`config.mk`:
```
export PLATFORM = sky130hd
export DESIGN_NAME = clock_divisor_pair_search_unit
export DESIGN_NICKNAME = d
export VERILOG_FILES = /design/src/rtl/cdps_pkg.sv /design/src/rtl/cdps_div.sv /design/src/rtl/cdps_core.sv /design/src/rtl/clock_divisor_pair_search_unit.sv
export SDC_FILE = /design/constraint.sdc
export NUM_CORES = 1
export LEC_CHECK = 0
export ABC_AREA = 1
export BUFFER_PORTS_ARGS = -buffer_cell sky130_fd_sc_hd__buf_2
export CAP_MARGIN = 15
export CORE_ASPECT_RATIO = 0.8
export CORE_UTILIZATION = 65
export DETAILED_ROUTE_END_ITERATION = 6
export PLACE_DENSITY = 0.89
export REMOVE_ABC_BUFFERS = 1
export SYNTH_ARGS = -nofsm -noshare
export SYNTH_HDL_FRONTEND = slang
export SYNTH_HIERARCHICAL = 1
export SYNTH_SLANG_ARGS = --single-unit
```
`constraint.sdc`:
```
create_clock -name aclk -period 10.2 [get_ports aclk]
set_clock_uncertainty 0.1 [all_clocks]
set_input_delay 1.02 -clock aclk [delete_from_list [all_inputs] [get_ports aclk]]
set_output_delay 1.02 -clock aclk [all_outputs]
set_load 0.1 [all_outputs]
```
`src/rtl/cdps_pkg.sv`:
```
// ----------------------------------------------------------------------------
// cdps_pkg
// Shared widths, status codes and interface structs of the clock divisor
// pair search unit.
// ----------------------------------------------------------------------------
package cdps_pkg;

    // default divider limits
    localparam int MAIN_DIV_MAX_DEF   = 256;
    localparam int SECOND_DIV_MAX_DEF = 16;

    // field widths
    localparam int RATIO_W  = 17;
    localparam int HALF_W   = RATIO_W - 1;
    localparam int FIXED_W  = 5;
    localparam int STATUS_W = 3;
    localparam int MAIN_W   = 9;
    localparam int SECOND_W = 5;
    localparam int ERR_W    = 10;

    // arithmetic constants
    localparam int PRESCALE = 8;
    localparam int PERMILLE = 1000;

    // scaled difference (diff * 1000) width
    localparam int X_W = HALF_W + ERR_W;

    // result status codes
    localparam logic [STATUS_W-1:0] ST_FOUND = 3'd0;
    localparam logic [STATUS_W-1:0] ST_FIXED = 3'd1;
    localparam logic [STATUS_W-1:0] ST_RANGE = 3'd2;
    localparam logic [STATUS_W-1:0] ST_ODD   = 3'd3;
    localparam logic [STATUS_W-1:0] ST_NONE  = 3'd4;

    // divider request and response
    typedef struct packed {
        logic              start;
        logic [X_W-1:0]    dividend;
        logic [HALF_W-1:0] divisor;
    } div_req_t;

    typedef struct packed {
        logic             done;
        logic [ERR_W-1:0] quotient;
    } div_rsp_t;

    // one result item
    typedef struct packed {
        logic [STATUS_W-1:0] status;
        logic                prescale_bypass;
        logic [MAIN_W-1:0]   main_divider;
        logic [SECOND_W-1:0] second_divider;
        logic                second_valid;
        logic [ERR_W-1:0]    error_permille;
    } result_t;

endpackage

```
`src/rtl/cdps_div.sv`:
```
// ----------------------------------------------------------------------------
// cdps_div
// Restoring divider, one quotient bit per cycle. Computes the error in
// parts per thousand as diff * 1000 / (ratio / 2); quotient fits ERR_W bits.
// ----------------------------------------------------------------------------
module cdps_div (
    input  logic               aclk,
    input  logic               aresetn,
    input  cdps_pkg::div_req_t req,
    output cdps_pkg::div_rsp_t rsp
);

    localparam int CNT_W = $clog2(cdps_pkg::ERR_W);

    logic                          busy_reg;
    logic                          done_reg;
    logic [CNT_W-1:0]              cnt_reg;
    logic [cdps_pkg::X_W-1:0]      rem_reg;
    logic [cdps_pkg::X_W-1:0]      dsh_reg;
    logic [cdps_pkg::ERR_W-1:0]    q_reg;
    logic                          ge;

    // trial subtract against the shifted divisor
    assign ge = (rem_reg >= dsh_reg);

    // control
    always_ff @(posedge aclk) begin
        if (!aresetn) begin
            busy_reg <= 1'b0;
            done_reg <= 1'b0;
        end else begin
            done_reg <= 1'b0;
            if (req.start) begin
                busy_reg <= 1'b1;
            end else if (busy_reg && (cnt_reg == '0)) begin
                busy_reg <= 1'b0;
                done_reg <= 1'b1;
            end
        end
    end

    // datapath
    always_ff @(posedge aclk) begin
        if (req.start) begin
            cnt_reg <= CNT_W'(cdps_pkg::ERR_W - 1);
            rem_reg <= req.dividend;
            dsh_reg <= cdps_pkg::X_W'(req.divisor) << (cdps_pkg::ERR_W - 1);
            q_reg   <= '0;
        end else if (busy_reg) begin
            if (ge) begin
                rem_reg <= rem_reg - dsh_reg;
            end
            q_reg   <= {q_reg[cdps_pkg::ERR_W-2:0], ge};
            dsh_reg <= dsh_reg >> 1;
            cnt_reg <= cnt_reg - CNT_W'(1);
        end
    end

    assign rsp.done     = done_reg;
    assign rsp.quotient = q_reg;

endmodule

```
`src/rtl/cdps_core.sv`:
```
// ----------------------------------------------------------------------------
// cdps_core
// Request checks and search sequencer: walks divider pairs until a zero
// threshold or the last, one per cycle between divides of accepted ones.
// ----------------------------------------------------------------------------
module cdps_core #(
    parameter int MAIN_DIV_MAX   = cdps_pkg::MAIN_DIV_MAX_DEF,
    parameter int SECOND_DIV_MAX = cdps_pkg::SECOND_DIV_MAX_DEF
) (
    input  logic                            aclk,
    input  logic                            aresetn,
    input  logic                            in_valid,
    output logic                            in_ready,
    input  logic [cdps_pkg::RATIO_W-1:0]    in_ratio,
    input  logic                            in_use,
    input  logic [cdps_pkg::FIXED_W-1:0]    in_fixed,
    output logic                            res_valid,
    input  logic                            res_ready,
    output cdps_pkg::result_t               res
);

    // sequencer states
    localparam int STATE_W = 3;
    localparam logic [STATE_W-1:0] S_IDLE = 3'd0;
    localparam logic [STATE_W-1:0] S_INIT = 3'd1;
    localparam logic [STATE_W-1:0] S_SCAN = 3'd2;
    localparam logic [STATE_W-1:0] S_DIVW = 3'd3;
    localparam logic [STATE_W-1:0] S_MULT = 3'd4;
    localparam logic [STATE_W-1:0] S_DONE = 3'd5;

    // derived widths and limits
    localparam int HW     = cdps_pkg::HALF_W;
    localparam int IW     = $clog2(MAIN_DIV_MAX + 1);
    localparam int JW     = $clog2(SECOND_DIV_MAX + 1);
    localparam int P_MAX  = cdps_pkg::PRESCALE * MAIN_DIV_MAX * SECOND_DIV_MAX;
    localparam int PW     = $clog2(P_MAX + 1);
    localparam int CW     = ((PW > HW) ? PW : HW) + 2;
    localparam int THR_B1 = MAIN_DIV_MAX / cdps_pkg::PERMILLE;
    localparam int THR_BS = MAIN_DIV_MAX * SECOND_DIV_MAX / cdps_pkg::PERMILLE;
    localparam int THR_P1 = cdps_pkg::PRESCALE * MAIN_DIV_MAX / cdps_pkg::PERMILLE;
    localparam int THR_PS = P_MAX / cdps_pkg::PERMILLE;
    localparam int THR_TOP = (THR_PS > 1023) ? THR_PS : 1023;
    localparam int TW     = $clog2(THR_TOP + 1);
    localparam int TPW    = TW + HW;
    localparam int MW     = (TPW > cdps_pkg::X_W) ? TPW : cdps_pkg::X_W;
    localparam int LIM_1  = 2 * cdps_pkg::PRESCALE * MAIN_DIV_MAX;
    localparam int LIM_S  = 2 * cdps_pkg::PRESCALE * MAIN_DIV_MAX * SECOND_DIV_MAX;
    localparam int BYP_1  = MAIN_DIV_MAX;
    localparam int BYP_S  = MAIN_DIV_MAX * SECOND_DIV_MAX;

    logic [STATE_W-1:0]        state_reg, state_next;
    logic                      accepted_reg;
    logic [HW-1:0]             ratio_h_reg;
    logic                      use_reg;
    logic                      bypass_reg;
    logic [PW-1:0]             step_reg;
    logic [JW-1:0]             maxfp_reg;
    logic [IW-1:0]             i_reg;
    logic [JW-1:0]             j_reg;
    logic [PW-1:0]             pi_reg;
    logic [PW-1:0]             p_reg;
    logic [TW-1:0]             thresh_reg;
    logic [TPW-1:0]            thr_prod_reg;
    logic [IW-1:0]             cand_main_reg;
    logic [JW-1:0]             cand_second_reg;
    logic                      cand_last_reg;
    logic [IW-1:0]             best_main_reg;
    logic [JW-1:0]             best_second_reg;
    cdps_pkg::result_t         res_reg;

    cdps_pkg::div_req_t        div_req;
    cdps_pkg::div_rsp_t        div_rsp;

    // ------------------------------------------------------------------
    // request checks
    // ------------------------------------------------------------------
    logic                      is_fixed, is_range, is_odd, in_bypass;
    logic [PW-1:0]             in_step;
    logic [TW-1:0]             thr_init;
    cdps_pkg::result_t         early_res;

    always_comb begin
        is_fixed  = in_use && (in_fixed != '0);
        is_range  = (in_ratio < cdps_pkg::RATIO_W'(2)) ||
                    (32'(in_ratio) > (in_use ? 32'(LIM_S) : 32'(LIM_1)));
        is_odd    = in_ratio[0];
        in_bypass = 32'(in_ratio[cdps_pkg::RATIO_W-1:1]) <=
                    (in_use ? 32'(BYP_S) : 32'(BYP_1));
        in_step   = in_bypass ? PW'(1) : PW'(cdps_pkg::PRESCALE);
        if (in_bypass) begin
            thr_init = in_use ? TW'(THR_BS) : TW'(THR_B1);
        end else begin
            thr_init = in_use ? TW'(THR_PS) : TW'(THR_P1);
        end
        early_res = '0;
        priority if (is_fixed) begin
            early_res.status         = cdps_pkg::ST_FIXED;
            early_res.second_divider = in_fixed;
            early_res.second_valid   = 1'b1;
        end else if (is_range) begin
            early_res.status = cdps_pkg::ST_RANGE;
        end else begin
            early_res.status = cdps_pkg::ST_ODD;
        end
    end

    // ------------------------------------------------------------------
    // candidate scoring: window check and error compare, no division
    // ------------------------------------------------------------------
    logic [CW-1:0]             pe, re;
    logic                      is_eq, is_hi, is_lo, scored, take, is_last;
    logic [HW-1:0]             diff;
    logic [cdps_pkg::X_W-1:0]  x_scaled;

    always_comb begin
        pe       = CW'(p_reg);
        re       = CW'(ratio_h_reg);
        is_eq    = (pe == re);
        is_hi    = (pe > re) && (pe < (re << 1));
        is_lo    = (pe < re) && ((pe << 1) > re);
        scored   = is_eq || is_hi || is_lo;
        diff     = is_hi ? HW'(pe - re) : HW'(re - pe);
        x_scaled = cdps_pkg::X_W'(diff) * cdps_pkg::X_W'(cdps_pkg::PERMILLE);
        // floor(diff*1000/R) < thresh  <=>  diff*1000 < thresh*R
        take     = scored && (MW'(x_scaled) < MW'(thr_prod_reg));
        is_last  = (i_reg == IW'(MAIN_DIV_MAX)) && (j_reg == maxfp_reg);
    end

    // next pair: second divider inner, main divider outer
    logic [IW-1:0]             i_next;
    logic [JW-1:0]             j_next;
    logic [PW-1:0]             pi_next, p_next;

    always_comb begin
        if (j_reg == maxfp_reg) begin
            i_next  = i_reg + IW'(1);
            j_next  = JW'(1);
            pi_next = pi_reg + step_reg;
            p_next  = pi_reg + step_reg;
        end else begin
            i_next  = i_reg;
            j_next  = j_reg + JW'(1);
            pi_next = pi_reg;
            p_next  = p_reg + pi_reg;
        end
    end

    // threshold times halved ratio, shared by setup and update
    logic [TPW-1:0]            thr_prod_mul;
    assign thr_prod_mul = TPW'(thresh_reg) * TPW'(ratio_h_reg);

    // ------------------------------------------------------------------
    // result at the end of a search
    // ------------------------------------------------------------------
    logic                      fin_stop;
    cdps_pkg::result_t         fin_res;

    always_comb begin
        fin_stop = (state_reg == S_MULT) ? (thresh_reg == '0)
                                         : (scored && (thresh_reg == '0));
        fin_res  = '0;
        if (!accepted_reg && !fin_stop) begin
            fin_res.status = cdps_pkg::ST_NONE;
        end else begin
            fin_res.status          = cdps_pkg::ST_FOUND;
            fin_res.prescale_bypass = bypass_reg;
            fin_res.second_valid    = use_reg;
            if (accepted_reg) begin
                fin_res.main_divider   = cdps_pkg::MAIN_W'(best_main_reg);
                fin_res.error_permille = thresh_reg[cdps_pkg::ERR_W-1:0];
                if (use_reg) begin
                    fin_res.second_divider = cdps_pkg::SECOND_W'(best_second_reg);
                end
            end
        end
    end

    // ------------------------------------------------------------------
    // sequencer
    // ------------------------------------------------------------------
    always_comb begin
        state_next = state_reg;
        unique case (state_reg)
            S_IDLE: begin
                if (in_valid) begin
                    state_next = (is_fixed || is_range || is_odd) ? S_DONE : S_INIT;
                end
            end
            S_INIT: state_next = S_SCAN;
            S_SCAN: begin
                priority if (take) begin
                    state_next = S_DIVW;
                end else if ((scored && (thresh_reg == '0)) || is_last) begin
                    state_next = S_DONE;
                end else begin
                    state_next = S_SCAN;
                end
            end
            S_DIVW: begin
                if (div_rsp.done) begin
                    state_next = S_MULT;
                end
            end
            S_MULT: begin
                state_next = ((thresh_reg == '0) || cand_last_reg) ? S_DONE : S_SCAN;
            end
            S_DONE: begin
                if (res_ready) begin
                    state_next = S_IDLE;
                end
            end
            default: state_next = S_IDLE;
        endcase
    end

    // control registers
    always_ff @(posedge aclk) begin
        if (!aresetn) begin
            state_reg    <= S_IDLE;
            accepted_reg <= 1'b0;
        end else begin
            state_reg <= state_next;
            if ((state_reg == S_IDLE) && in_valid) begin
                accepted_reg <= 1'b0;
            end else if ((state_reg == S_DIVW) && div_rsp.done) begin
                accepted_reg <= 1'b1;
            end
        end
    end

    // datapath registers
    always_ff @(posedge aclk) begin
        unique case (state_reg)
            S_IDLE: begin
                if (in_valid) begin
                    res_reg     <= early_res;
                    ratio_h_reg <= in_ratio[cdps_pkg::RATIO_W-1:1];
                    use_reg     <= in_use;
                    bypass_reg  <= in_bypass;
                    step_reg    <= in_step;
                    maxfp_reg   <= in_use ? JW'(SECOND_DIV_MAX) : JW'(1);
                    thresh_reg  <= thr_init;
                    i_reg       <= IW'(1);
                    j_reg       <= JW'(1);
                    pi_reg      <= in_step;
                    p_reg       <= in_step;
                end
            end
            S_INIT: begin
                thr_prod_reg <= thr_prod_mul;
            end
            S_SCAN: begin
                if (take) begin
                    cand_main_reg   <= i_reg;
                    cand_second_reg <= j_reg;
                    cand_last_reg   <= is_last;
                end
                i_reg   <= i_next;
                j_reg   <= j_next;
                pi_reg  <= pi_next;
                p_reg   <= p_next;
                res_reg <= fin_res;
            end
            S_DIVW: begin
                if (div_rsp.done) begin
                    thresh_reg      <= TW'(div_rsp.quotient);
                    best_main_reg   <= cand_main_reg;
                    best_second_reg <= cand_second_reg;
                end
            end
            S_MULT: begin
                thr_prod_reg <= thr_prod_mul;
                res_reg      <= fin_res;
            end
            default: begin
            end
        endcase
    end

    // shared divider for the error of an accepted pair
    assign div_req.start    = (state_reg == S_SCAN) && take;
    assign div_req.dividend = x_scaled;
    assign div_req.divisor  = ratio_h_reg;

    cdps_div u_div (
        .aclk    (aclk),
        .aresetn (aresetn),
        .req     (div_req),
        .rsp     (div_rsp)
    );

    assign in_ready  = (state_reg == S_IDLE);
    assign res_valid = (state_reg == S_DONE);
    assign res       = res_reg;

    // ------------------------------------------------------------------
    // assertions
    // ------------------------------------------------------------------
    a_div_done_when_waiting: assert property (@(posedge aclk) disable iff (!aresetn)
        div_rsp.done |-> (state_reg == S_DIVW))
        else $error("divider finished outside of the wait state");

    a_accepted_err_range: assert property (@(posedge aclk) disable iff (!aresetn)
        ((state_reg == S_SCAN) && accepted_reg) |-> (thresh_reg < TW'(cdps_pkg::PERMILLE)))
        else $error("accepted error is not below one thousand");

    a_thr_prod_matches: assert property (@(posedge aclk) disable iff (!aresetn)
        (state_reg == S_SCAN) |-> (thr_prod_reg == thr_prod_mul))
        else $error("scaled threshold out of step with threshold");

    a_none_is_empty: assert property (@(posedge aclk) disable iff (!aresetn)
        (res_valid && (res.status == cdps_pkg::ST_NONE))
            |-> ((res.main_divider == '0) && (res.error_permille == '0)))
        else $error("empty result carries divider or error");

endmodule

```
`src/rtl/clock_divisor_pair_search_unit.sv`:
```
// ----------------------------------------------------------------------------
// clock_divisor_pair_search_unit
// Finds the main/second divider pair that best meets a requested divide
// ratio, with the error in parts per thousand.
// ----------------------------------------------------------------------------
// Usage:
//   s_ channel carries one request item (ratio, second stage enable, fixed
//   second value); m_ channel returns exactly one result item per request.
//   Both are valid/ready; an item moves when valid and ready are both high.
//   The unit takes one request at a time: s_ready is high only while the
//   sequencer is idle.
// Sequence:
//   passthrough, out of range and odd ratio: result straight from the checks.
//   search: the pairs visited (up to MAIN_DIV_MAX * SECOND_DIV_MAX with the
//   stage on, MAIN_DIV_MAX with it off) are scored at one pair per cycle,
//   pausing for each accepted pair, which runs the bit-serial error
//   divider and a threshold update.
// Stall:
//   a finished result sits in the output register until m_ready; the core
//   then takes the next request while it waits, but holds its own next
//   result until the output register frees up.
// Reset: aresetn synchronous, active low; clears both valids and the
//   sequencer, no request or result survives it.
// ----------------------------------------------------------------------------
module clock_divisor_pair_search_unit #(
    parameter int MAIN_DIV_MAX   = cdps_pkg::MAIN_DIV_MAX_DEF,
    parameter int SECOND_DIV_MAX = cdps_pkg::SECOND_DIV_MAX_DEF
) (
    input  logic                             aclk,
    input  logic                             aresetn,
    input  logic                             s_valid,
    output logic                             s_ready,
    input  logic [cdps_pkg::RATIO_W-1:0]     s_divide_ratio,
    input  logic                             s_use_second_stage,
    input  logic [cdps_pkg::FIXED_W-1:0]     s_fixed_second_value,
    output logic                             m_valid,
    input  logic                             m_ready,
    output logic [cdps_pkg::STATUS_W-1:0]    m_status,
    output logic                             m_prescale_bypass,
    output logic [cdps_pkg::MAIN_W-1:0]      m_main_divider,
    output logic [cdps_pkg::SECOND_W-1:0]    m_second_divider,
    output logic                             m_second_valid,
    output logic [cdps_pkg::ERR_W-1:0]       m_error_permille
);

    logic              res_valid;
    logic              res_ready;
    cdps_pkg::result_t res;
    logic              m_valid_reg;
    cdps_pkg::result_t out_reg;

    // search core
    cdps_core #(
        .MAIN_DIV_MAX   (MAIN_DIV_MAX),
        .SECOND_DIV_MAX (SECOND_DIV_MAX)
    ) u_core (
        .aclk      (aclk),
        .aresetn   (aresetn),
        .in_valid  (s_valid),
        .in_ready  (s_ready),
        .in_ratio  (s_divide_ratio),
        .in_use    (s_use_second_stage),
        .in_fixed  (s_fixed_second_value),
        .res_valid (res_valid),
        .res_ready (res_ready),
        .res       (res)
    );

    // output register, refilled in the cycle it is emptied
    assign res_ready = !m_valid_reg || m_ready;

    always_ff @(posedge aclk) begin
        if (!aresetn) begin
            m_valid_reg <= 1'b0;
        end else if (res_ready) begin
            m_valid_reg <= res_valid;
        end
    end

    always_ff @(posedge aclk) begin
        if (res_valid && res_ready) begin
            out_reg <= res;
        end
    end

    assign m_valid           = m_valid_reg;
    assign m_status          = out_reg.status;
    assign m_prescale_bypass = out_reg.prescale_bypass;
    assign m_main_divider    = out_reg.main_divider;
    assign m_second_divider  = out_reg.second_divider;
    assign m_second_valid    = out_reg.second_valid;
    assign m_error_permille  = out_reg.error_permille;

endmodule

```
Yosys cells after proc, flatten, opt, wreduce, memory -nomap -nowiden

Index checks and enable logic that the tools add are counted.

Register bits after elaboration: 280
Bits in latches: 0
RAM bits: 0
Memory bits (read-only): 0
Input port bits: 27
Output and inout bits: 31
Logic and storage cells: 167
Memories: 0

Add/sub/neg operators: 8
$mul: 2
Divide/modulo/power cells: 0
$lt $le $gt $ge: 9
Eq/ne operators: 12
Shifts and indexed selects: 0
Multiplexer cells: 49
Bitwise gates (word level): 1
Reduce and logical (&&, ||, !) cells: 47

Operators by type and width:

| cell                  | number |
|---|---|
| $mux 26               | 4 |
| $mux 16               | 4 |
| $pmux 16 s2           | 2 |
| $pmux 29 s2           | 1 |
| $mux 25               | 2 |
| $mux 10               | 4 |
| $add 16x16->16        | 2 |
| $gt 17x32->1          | 1 |
| $le 16x32->1          | 1 |
| $sub 16x16->16        | 2 |
| $mux 3                | 10 |
| $mux 29               | 1 |
| $ge 26x25->1          | 1 |
| $lt 26x26->1          | 1 |
| $mul 10x16->26        | 1 |
| $sub 26x25->26        | 1 |
| $mul 16x7->23 const B | 1 |
| $mux 5                | 4 |
| $pmux 10 s2           | 1 |
| $mux 9                | 2 |
| $pmux 3 s6            | 1 |
| $pmux 9 s2            | 1 |
| $gt 17x16->1          | 1 |
| $lt 16x17->1          | 1 |
| 33 further kinds      | 78 |

Depth between registers and ports, before layout

Depth after elaboration: 10
Gate-level depth with buffers: 50
Gate-level depth less buffers: 49

Hierarchy

Netlist, hierarchy kept.

By module, submodules not included:

| module                         | instances | cells each | area an instance (um2) | sequential area each (um2) |
|---|---|---|---|---|
| cdps_core                      | 1         | 2159       | 18129.9                | 4884.7 |
| cdps_div                       | 1         | 674        | 4574.4                 | 1761.7 |
| clock_divisor_pair_search_unit | 1         | 36         | 922.1                  | 890.9 |

Worst setup path after synthesis

Ideal clock, no wire load.

Path type: register -> register
From: reg u_core.ratio_h_reg[1]
To: reg u_core/u_div/rem_reg[0] in the netlist's numbering, enable pin
Library setup time: 0.383 ns
Data arrival time: 8.426 ns
Required time: 9.717 ns
Path slack: 1.291 ns
Cell stages (with the launch flop): 43
Path buffers: 4
Period minus slack after synthesis: 8.909 ns
Cell sequence: edfxtp_1 clkbuf_1 inv_1 fa_1 nand3_1 nand3_1 nand2_1 nand2_2 nand2_2 a21oi_4 nand2_4 inv_2 buf_6 o221ai_1 xor2_1 inv_1 fa_1 inv_1 [... 7 more ...] nand2_1 o21ai_0 a221oi_1 nand3_1 nand2_1 nand2_1 xor2_1 ha_1 a21oi_1 o21ai_0 or2_2 nor2_1 nand3_1 inv_1 buf_2 inv_1 buf_2 nand2_1

RTL lines:

| what                   | RTL line         | text |
|---|---|---|
| start, declared        | cdps_core.sv:53  | `logic [HW-1:0] ratio_h_reg;` |
| start signal, assigned | cdps_core.sv:237 | `ratio_h_reg <= in_ratio[cdps_pkg::RATIO_W-1:1];` |
| end signal, assigned   | cdps_div.sv:46   | `rem_reg <= req.dividend;` |
| end signal, assigned   | cdps_div.sv:51   | `rem_reg <= rem_reg - dsh_reg;` |
| end, declared          | cdps_div.sv:18   | `logic [cdps_pkg::X_W-1:0] rem_reg;` |

==> metrics.csv <==
metric;value;unit
GRT Residual Overflow;0;
crit path max-delay cell type;fa_1;
post-synthesis register bit count;261;
setup TNS;0;ns
Min-Delay Path Class;register to register;
met3 Track Usage GR;5.80;%
global routing's busiest layer;met2;
Slew @ Worst Pin;0.970;ns
status;complete, but fails checks;
hold_ws;0.316;ns
CTS tree;yes;
CTS root buf;clkbuf_16;
DRC Markers;12;
maxcap violations;0;
critical path class;register to register;
Rows;62;
antenna violations before repair;2;
Final setup viols;0;
DRT Pass-1 Iters;7;
vias in the first global route;20000;
failing checks;DRC;
max FFs per register;29;
fmax;104;MHz
first-pass GRT wire length;102;mm
fin. max-slew vios;0;
startpoint types;register;
cells after synthesis;2869;
Routed WL per cell;18.7;microns
clock tree buffer depth;3;
Antenna Nets Post-Route;0;
sequential area share after synthesis;31.9;%
# fillers;2566;
Yosys cell types;56;
H-tree Lvls;1;
crit path DAT;9.76;ns
CTS Buf Count;27;
Post-synth top flop;edfxtp_1;
met1 global-route usage;45.3;%
unrepaired setup endpoints after global routing;false;
Crit path max-delay family;adder cells;
nets;3344;
Most common cell on crit path;nand2_1;
largest net degree at the start of global routing;58;
IO Pins;58;
die width;215;microns
Via density;5.84;
Syn. warnings;6;
Reg clk slew, reported paths;0.06;ns
Tmin final;9.63;ns
final WL;63.9;mm
GRT Resource Usage Total;34.6;%
hold buffer count at cts;0;
most common cell after layout, fill and taps aside;nand2_1;
total number of vias;19900;
CORE AREA;35800;sq um
M2 GR Usage;56.5;%
layout cells sized above 1;6.04;%
starting density of the core;65.9;%
die height;173;microns
CP required;10.33;ns
Die ar.;37100;sq um
WP buf/inv;7;
I/O Buffers;57;
crit-path max cell delay;0.67;ns
Syn-to-layout area delta;7.51;%
RePlAce Congestion;0.966;
DP HPWL;48.0;mm
Avg Cell Area, Syn;8.24;sq um
Crit. End Element;register;
Post-synth EDFFs;231;
fraction of registers with async set/reset;0;%
Final Hold Vio Count;0;
worst-path maximum fanout;26;
Post-Place Setup Slack;0.558;ns
worst skew pair latency;0.57;ns
Synth Cell Area;23600;sq um
Rel. slew slack;35.2;%
final setup margin;0.568;ns
Clock Sinks;261;
period utilization;94.4;%
commonest cells after routing, fill and taps aside;nand2_1 (711), inv_1 (614), ha_1 (244);
number of DRC markers in iteration 0;2244;
stage by stage:
step | instances | cell area [sq um] | util, %
3_5_place_dp | 3356 | 24400 | 68.0
5_1_grt | 3412 | 25400 | 70.9
2_1_floorplan | 2806 | 23400 | -
4_1_cts | 3406 | 25300 | 70.5
3_3_place_gp | 3356 | 24400 | 68.0
6_report | 3413 | 25400 | 70.9
cell families after synthesis:
kind of cell               after synthesis  synth area share (%)
adders and majority gates              406                  26.6
other                                    1                0.0159
xor gates and xnor gates                92                  3.44
buffers and inverters                  693                  11.1
DFF                                    261                  31.9
AOI/OAI and AO/OA                      320                  7.75
and+or+nand+nor                       1096                  19.1
routing by layer:
layer	vias up	wire length [microns]
met1	9292	24800
li1	9140	-
met2	1227	29500
met4	0	3240
met5	-	0
met3	288	6370
cells in the mapped netlist, types with 11 or more instances:
cell type / n / area, sq um
xnor2_1: 19 / 166
edfxtp_1: 231 / 6940
a21oi_1: 136 / 681
inv_1: 616 / 2310
ha_1: 244 / 3050
o22ai_1: 21 / 131
inv_2: 11 / 41.3
nand3_1: 103 / 515
nor3_1: 24 / 120
a21o_1: 11 / 82.6
nand4_1: 21 / 131
o21ai_0: 85 / 425
nand2_1: 711 / 2670
or2_2: 16 / 100
xor2_1: 72 / 631
fa_1: 162 / 3240
nand2_2: 14 / 87.6
dfxtp_1: 30 / 601
clkbuf_1: 50 / 188
nor2_1: 174 / 653
timing repair:
action	in CTS	in global routing
setup endpoints to repair	0	93
buffers inserted	0	2
resized for setup	0	8
area by class of cell:
class                   count  area, sq um  area share [%]
multi-input cells        1917        13500            53.1
flip-flops and latches    261         7540            29.7
inverters                 628         2360            9.31
clock buffers              34          722            2.84
well taps                 480          601            2.36
repair buffers             75          493            1.94
clock inverters            16          193           0.759
repair inverters            1         7.51          0.0296
diodes                      1         2.50         0.00985
path summary, 6_finish.rpt:
kind                                         from                                 end  slack [ns]  depth (start not counted)
setup / recovery  u_core/ratio_h_reg[7]$_DFFE_PP_  u_core/u_div/rem_reg[24]$_DFFE_PP_        0.57                         36
hold / removal       u_core/res[28]$_SDFFCE_PP0P_               m_status[2]$_DFFE_PP_        0.32                          0
setup reg to reg  u_core/ratio_h_reg[7]$_DFFE_PP_  u_core/u_div/rem_reg[24]$_DFFE_PP_        0.57                         36
hold reg to reg      u_core/res[28]$_SDFFCE_PP0P_               m_status[2]$_DFFE_PP_        0.32                          0
worst reg2reg max path: cells and delay by family, from the launching register on:
family                     cells  cell delay, ns
DFF                            1            0.64
adders and majority gates      7            3.39
xor gates and xnor gates       1            0.29
and+or+nand+nor               14            2.46
buffers and inverters          7            1.14
AOI/OAI and AO/OA              7            1.24
Power is not shown: default switching activity piles up to over one toggle a cycle in this logic, so the estimate is an artifact.
